--- src/sv/chps_div.sv ---
// Restoring divider that yields one quotient bit per cycle.
// The quotient must fit in QUOT_W bits; no package dependency.
`timescale 1ns / 1ps
`default_nettype none

module chps_div #(
  parameter int  DIVISOR_W = 24,
  parameter int  QUOT_W    = 10,
  localparam int REM_W     = DIVISOR_W + QUOT_W,
  localparam int STEP_W    = $clog2(QUOT_W + 1)
) (
  input  wire logic                 clk,
  input  wire logic                 rst_n,
  input  wire logic                 start,
  input  wire logic [REM_W-1:0]     dividend,
  input  wire logic [DIVISOR_W-1:0] divisor,
  output logic                      done,
  output logic      [QUOT_W-1:0]    quotient
);

  logic              run_r,  run_nxt;
  logic              done_r, done_nxt;
  logic [STEP_W-1:0] step_r, step_nxt;
  logic [REM_W-1:0]  rem_r,  rem_nxt;
  logic [REM_W-1:0]  dsh_r,  dsh_nxt;
  logic [QUOT_W-1:0] quot_r, quot_nxt;
  logic [REM_W:0]    diff;
  logic              fits;

  always_comb begin
    diff     = {1'b0, rem_r} - {1'b0, dsh_r};
    fits     = !diff[REM_W];
    run_nxt  = run_r;
    done_nxt = 1'b0;
    step_nxt = step_r;
    rem_nxt  = rem_r;
    dsh_nxt  = dsh_r;
    quot_nxt = quot_r;
    if (start) begin
      run_nxt  = 1'b1;
      step_nxt = STEP_W'(QUOT_W);
      rem_nxt  = dividend;
      dsh_nxt  = REM_W'(divisor) << (QUOT_W - 1);
      quot_nxt = '0;
    end else if (run_r) begin
      if (fits) begin
        rem_nxt = diff[REM_W-1:0];
      end
      quot_nxt = {quot_r[QUOT_W-2:0], fits};
      dsh_nxt  = dsh_r >> 1;
      step_nxt = step_r - STEP_W'(1);
      if (step_r == STEP_W'(1)) begin
        run_nxt  = 1'b0;
        done_nxt = 1'b1;
      end
    end
  end

  always_ff @(posedge clk) begin
    if (!rst_n) begin
      run_r  <= 1'b0;
      done_r <= 1'b0;
      step_r <= '0;
    end else begin
      run_r  <= run_nxt;
      done_r <= done_nxt;
      step_r <= step_nxt;
    end
    rem_r  <= rem_nxt;
    dsh_r  <= dsh_nxt;
    quot_r <= quot_nxt;
  end

  assign done     = done_r;
  assign quotient = quot_r;

endmodule

`default_nettype wire

--- config.mk ---
export PLATFORM = sky130hd
export DESIGN_NAME = chps_div
export DESIGN_NICKNAME = d
export VERILOG_FILES = /design/src/sv/chps_div.sv
export SDC_FILE = /design/constraint.sdc
export NUM_CORES = 1
export LEC_CHECK = 0
export ABC_AREA = 1
export BUFFER_PORTS_ARGS = -buffer_cell sky130_fd_sc_hd__buf_2
export CORE_ASPECT_RATIO = 1.4
export CORE_MARGIN = 5
export CORE_UTILIZATION = 50
export DETAILED_ROUTE_END_ITERATION = 7
export PLACE_DENSITY = 0.7
export SETUP_SLACK_MARGIN = 0.02
export SLEW_MARGIN = 20
export SYNTH_ARGS = -nofsm -noshare
export SYNTH_HDL_FRONTEND = slang
export SYNTH_SLANG_ARGS = --single-unit
--- constraint.sdc ---
create_clock -name clk -period 4.6 [get_ports clk]
set_input_delay 0.92 -clock clk [delete_from_list [all_inputs] [get_ports clk]]
set_output_delay 0.92 -clock clk [all_outputs]
set_load 0.02 [all_outputs]
---- Word level (Yosys, flattened, before mapping) ----
Cells that the tools add are included.
storage, ports and cells
  output and inout port bits .............. 11
  register bits ........................... 83
  input bits .............................. 61
cells by class
  reductions and logical operators ........ 5
  muxes and demuxes ....................... 11
  add/sub/neg operators ................... 2
  eq/ne operators ......................... 2
  bitwise operators ....................... 2
operators with widths
  operator                                                                number
  34-bit 2-to-1 mux                                                       3
  33-bit 2-to-1 mux                                                       2
  34-bit by 33-bit subtractor with 35-bit output                          1
  4-bit 2-to-1 mux                                                        2
  4-bit by 1-bit equality test with 1-bit output (second input constant)  1
  1-bit 2-to-1 mux                                                        4
  4-bit by 1-bit subtractor with 4-bit output (second input constant)     1
  3-bit OR reduction                                                      1
  2-bit inequality test (second input constant)                           1
  1-bit inverter                                                          2
  2-bit AND reduction                                                     1
  2-bit nonzero test                                                      1
  2-bit OR reduction                                                      1
  1-bit logical NOT                                                       1

---- Depth between registers and ports, before layout ----
  depth after elaboration ................. 4
  mapped depth ............................ 15
  gate-level depth less buffers ........... 15

---- Worst setup path after synthesis ----
No wires, ideal clock.
  path kind ............................... reg2reg
  start ................................... register rem_r[0]
  end ..................................... register rem_r[0], enable pin
  path slack .............................. 1.648 ns
  library setup time ...................... 0.579 ns
  arrival time ............................ 2.372 ns
  stages on the path, launching flop included .. 13
  data required time ...................... 4.021 ns
  cells stage by stage .................... edfxtp_1 -> inv_1 -> ha_1 -> inv_1 -> fa_1 -> nand3_1 -> nor2_1 -> nand2_1 -> nand3_1 -> nand3_1 -> nand3_1 -> nand2_1 -> nand3_1
on the way
  word-level cells in the longest chain between the ends .. 3
RTL lines
  element                                         line  text
  from (decl)                                     24    logic [REM_W-1:0] rem_r, rem_nxt;
  from (signal assigned)                          69    rem_r <= rem_nxt;
  34-bit by 33-bit subtractor with 35-bit output  31    diff = {1'b0, rem_r} - {1'b0, dsh_r};
  2-bit inequality test (no source line)          n/a
  2-bit AND reduction (no source line)            n/a
Every way passes these cells.
A chain may end at the register's enable or synchronous reset.

---- Worst setup path in the final report ----
  start ................................... input start
  end ..................................... register rem_r[21], enable pin
on the way
  word-level cells in the longest chain between the ends .. 2
  elaborated cells between the ends (all ways) .. 3
  classes of those cells .................. 1 x eq/ne; 2 x reduce/logical
RTL lines
  element                                                                              line  text
  from (decl)                                                                          14    input wire logic start,
  2-bit inequality test (no source line) / 2-bit nonzero test (equally long branches)  n/a
  2-bit AND reduction (no source line) (*)                                             n/a
Mark *: on every way between the ends. The rest lies on a longest branch, timed or not.

==> impl_metrics.xml <==
<?xml version="1.0" encoding="UTF-8"?>
<metrics>
  <group name="synth">
    <metric name="synthesis.nets" unit="">899</metric>
    <metric name="yosysSeqAreaShare" unit="%">39.64</metric>
    <metric name="yosys_warnings" unit="">0</metric>
    <metric name="mappedNetlistArea" unit="sq um">5657</metric>
    <metric name="netlist-cell-type-count" unit="">32</metric>
    <metric name="average_cell_area_after_synthesis" unit="sq um">7.053</metric>
    <metric name="synth_seq_cells" unit="">83</metric>
    <metric name="mapped_cells" unit="">802</metric>
  </group>
  <group name="drt">
    <metric name="drt_first_pass_iters" unit="">4</metric>
    <metric name="dr_wl_met2" unit="um">7263</metric>
    <metric name="count_of_antenna_violating_nets_left_after_detailed_routing" unit="">0</metric>
    <metric name="drt-met1-wl" unit="um">6536</metric>
    <metric name="route.detailed.wl_per_inst" unit="um">14.54</metric>
    <metric name="drc_violations" unit="">0</metric>
    <metric name="routed-via-count" unit="">5218</metric>
    <metric name="route.final.wire_length" unit="um">14840</metric>
    <metric name="routed.top_layer" unit="">met4</metric>
    <metric name="drt-initial-drc-count" unit="">266</metric>
    <metric name="detail_route.vias_per_cell" unit="">5.111</metric>
    <metric name="wl_met3" unit="um">628</metric>
  </group>
  <group name="sta">
    <metric name="final_critical_path_setup_slack" unit="ns">1.612</metric>
    <metric name="max_slew_margin" unit="%">28.30</metric>
    <metric name="setup-tns-final" unit="ns">0</metric>
    <metric name="setup_violating_endpoint_count_in_the_final_report" unit="">0</metric>
    <metric name="finalHoldWorstSlack" unit="ns">0.4739</metric>
    <metric name="setup_repair_after_global_routing_missed_its_margin" unit="">false</metric>
    <metric name="achievable-frequency" unit="MHz">334.6</metric>
    <metric name="period_share" unit="%">64.96</metric>
    <metric name="worst_pin_slew" unit="ns">1.069</metric>
    <metric name="fin_crit" unit="ns">2.988</metric>
    <metric name="final.setup_skew" unit="ns">0.006016</metric>
    <metric name="finalMaxSlewViolations" unit="">0</metric>
    <metric name="finalHoldViolCount" unit="">0</metric>
  </group>
  <group name="layout">
    <metric name="final_nets" unit="">969</metric>
    <metric name="stdcell_area" unit="sq um">6466</metric>
    <metric name="finalCoreUtilization" unit="%">57.61</metric>
    <metric name="antenna_cells" unit="">0</metric>
    <metric name="layout-drive-gt1-share" unit="%">12.43</metric>
    <metric name="areaGrowthSynthToFinish" unit="%">14.31</metric>
    <metric name="number_of_non_filler_instances_in_the_completed_layout" unit="">1021</metric>
    <metric name="multi_input_area" unit="sq um">2844</metric>
    <metric name="final.fill_count" unit="">1108</metric>
    <metric name="regArea" unit="sq um">2242</metric>
  </group>
  <group name="placement">
    <metric name="dpl.cell_count" unit="">1005</metric>
    <metric name="routabilityCongestion" unit="">0.9377</metric>
    <metric name="buffer_ports.inserted" unit="">71</metric>
    <metric name="detailedPlace.worstSlack" unit="ns">1.050</metric>
    <metric name="dp_hpwl" unit="um">11590</metric>
    <metric name="dpl-instance-area" unit="sq um">6155</metric>
  </group>
  <group name="flow_run">
    <metric name="cap_viol_max_count" unit="">0</metric>
  </group>
  <group name="pwr">
    <metric name="cellPowerDensity" unit="nW/um^2">450.0</metric>
    <metric name="power.leakage" unit="nW">3.186</metric>
    <metric name="worst_ir_drop_vdd" unit="mV">0.2503</metric>
    <metric name="post-layout-total-power" unit="mW">2.910</metric>
  </group>
  <group name="setup_path">
    <metric name="worst_setup_path_class" unit="">in2reg</metric>
    <metric name="worst-endpoint-required" unit="ns">4.59</metric>
    <metric name="worstSetupStartpointType" unit="">input port</metric>
    <metric name="crit-reg2reg-launch" unit="">rem_r[0]</metric>
    <metric name="crit_path_start" unit="">start</metric>
    <metric name="critical_path_arrival" unit="ns">2.98</metric>
    <metric name="crit_fanout" unit="">46</metric>
    <metric name="worst_setup_path_end_kind" unit="">register</metric>
  </group>
  <group name="floorplan">
    <metric name="ios" unit="">72</metric>
    <metric name="row_count" unit="">46</metric>
    <metric name="chipHeight" unit="um">135.9</metric>
    <metric name="placeable_core_area" unit="sq um">11220</metric>
    <metric name="floorplan.initialDensity" unit="%">50.40</metric>
    <metric name="dieArea" unit="sq um">13570</metric>
    <metric name="die-width" unit="um">99.90</metric>
  </group>
  <group name="clock_tree">
    <metric name="hold_buf_count_cts" unit="">0</metric>
    <metric name="insertion_delay" unit="ns">0.34</metric>
    <metric name="tritoncts.num_buffers" unit="">9</metric>
    <metric name="cts_num_sinks" unit="">83</metric>
    <metric name="cts_setup_buffers" unit="">0</metric>
    <metric name="cts.repair.resized" unit="">0</metric>
    <metric name="cts_tree" unit="">built</metric>
    <metric name="cts_root_buffer" unit="">clkbuf_16</metric>
    <metric name="clockBufferDepth" unit="">2</metric>
    <metric name="cts.reportedPaths.clkPinSlew" unit="ns">0.06</metric>
    <metric name="htreeDepth" unit="">3</metric>
  </group>
  <group name="global_routing">
    <metric name="wire_length_of_the_first_global_routing_pass" unit="um">24240</metric>
    <metric name="grt_start_max_net_pins" unit="">47</metric>
    <metric name="overflow" unit="">0</metric>
    <metric name="vias_in_the_first_global_route" unit="">5132</metric>
    <metric name="number_of_antenna_violations_at_the_first_check_in_global_routing" unit="">0</metric>
    <metric name="track_usage" unit="%">22.45</metric>
  </group>
  <group name="min_path">
    <metric name="worstHoldPathType" unit="">reg2reg</metric>
    <metric name="worstHoldStart" unit="">step_r[3]</metric>
  </group>
  <group name="status">
    <metric name="outcome" unit="">finished, final reports clean</metric>
  </group>
</metrics>
[placed cells by master (no fill, tap or decap), types with 9 or more instances in the layout]
cell type | Yosys | routed
ha_1 | 35 | 35
nor3_1 | 9 | 9
nand3_1 | 46 | 46
clkbuf_16 | 0 | 9
dfxtp_1 | 25 | 25
inv_1 | 131 | 130
nor2_1 | 56 | 56
edfxtp_1 | 58 | 58
o22ai_1 | 16 | 16
buf_2 | 3 | 71
a21oi_1 | 39 | 39
nand2_1 | 268 | 268
o21ai_0 | 52 | 52
[layer usage]
layer,GRT usage [%],vias to the layer above
met5,0,-
met4,8.504,0
met3,3.747,27
met2,39.05,135
met1,27.63,2330
li1,-,2726
[state kept, by name, indices dropped and copies added, names as in the netlist]
register  count
rem_r        34
dsh_r        33
quotient     10
step_r        4
done          1
run_r         1
[kinds of logic after synthesis]
| group | after synthesis | share of synthesized area [%] |
|---|---|---|
| flip-flops | 83 | 39.64 |
| AO/OA/AOI/OAI | 119 | 11.28 |
| adder cells (fa/ha/maj) | 36 | 8.096 |
| buffers and inverters | 151 | 10.09 |
| XOR/XNOR | 6 | 0.9290 |
| AND/OR/NAND/NOR | 407 | 29.97 |
[where the power goes]
group | switching (mW) | internal (mW) | total [mW]
registers | 0.0342 | 0.931 | 0.966
clock network | 0.298 | 0.452 | 0.750
logic | 0.792 | 0.401 | 1.19
total | 1.12 | 1.79 | 2.91
[final cells by class]
type,instances,share of cell area (%)
Inverter,136,7.895
Timing Repair Buffer,74,5.844
Sequential cell,83,34.67
Clock inverter,5,0.9094
Clock buffer,11,3.909
Multi-Input combinational cell,568,43.98
Tap cell,144,2.786
[path summary, 6_finish.rpt]
| kind | endpoint | slack [ns] | cells past startpoint |
|---|---|---|---|
| worst max-delay path | rem_r[21] | 1.61 | 5 |
| worst min register to register | step_r[3] | 0.47 | 2 |
| worst min-delay path | step_r[3] | 0.47 | 2 |
| worst max register to register | rem_r[21] | 1.81 | 13 |
[cells in the mapped netlist]
master | count | area, sq um
fa_1 | 1 | 20.02
nand2_2 | 2 | 12.51
nand3_1 | 46 | 230.2
nor3_1 | 9 | 45.04
clkinv_1 | 1 | 3.750
nand2_1 | 268 | 1006
dfxtp_1 | 25 | 500.5
o21ai_2 | 1 | 8.760
nand4_1 | 8 | 50.05
clkbuf_1 | 12 | 45.04
edfxtp_1 | 58 | 1742
nor2_2 | 2 | 12.51
o21ai_1 | 3 | 15.01
or2_2 | 3 | 18.77
a221oi_1 | 1 | 8.760
nor3_2 | 2 | 20.02
inv_1 | 131 | 491.7
nand3_2 | 3 | 30.03
xnor2_1 | 6 | 52.55
or2_1 | 3 | 18.77
buf_2 | 3 | 15.01
nor2_1 | 56 | 210.2
inv_2 | 4 | 15.01
a21oi_1 | 39 | 195.2
o21ai_0 | 52 | 260.3
nand2_4 | 1 | 11.26
o211ai_1 | 2 | 15.01
o21bai_1 | 3 | 22.52
ha_1 | 35 | 437.9
o22ai_1 | 16 | 100.1
a31oi_1 | 2 | 12.51
nand3b_1 | 4 | 30.03
[critical path, stage by stage]
cell,delay [ns]
buf_2,0.42
buf_4,0.52
inv_2,0.33
nand3_1,0.31
buf_4,0.46
Note: power is estimated with default switching activity, not from simulation.
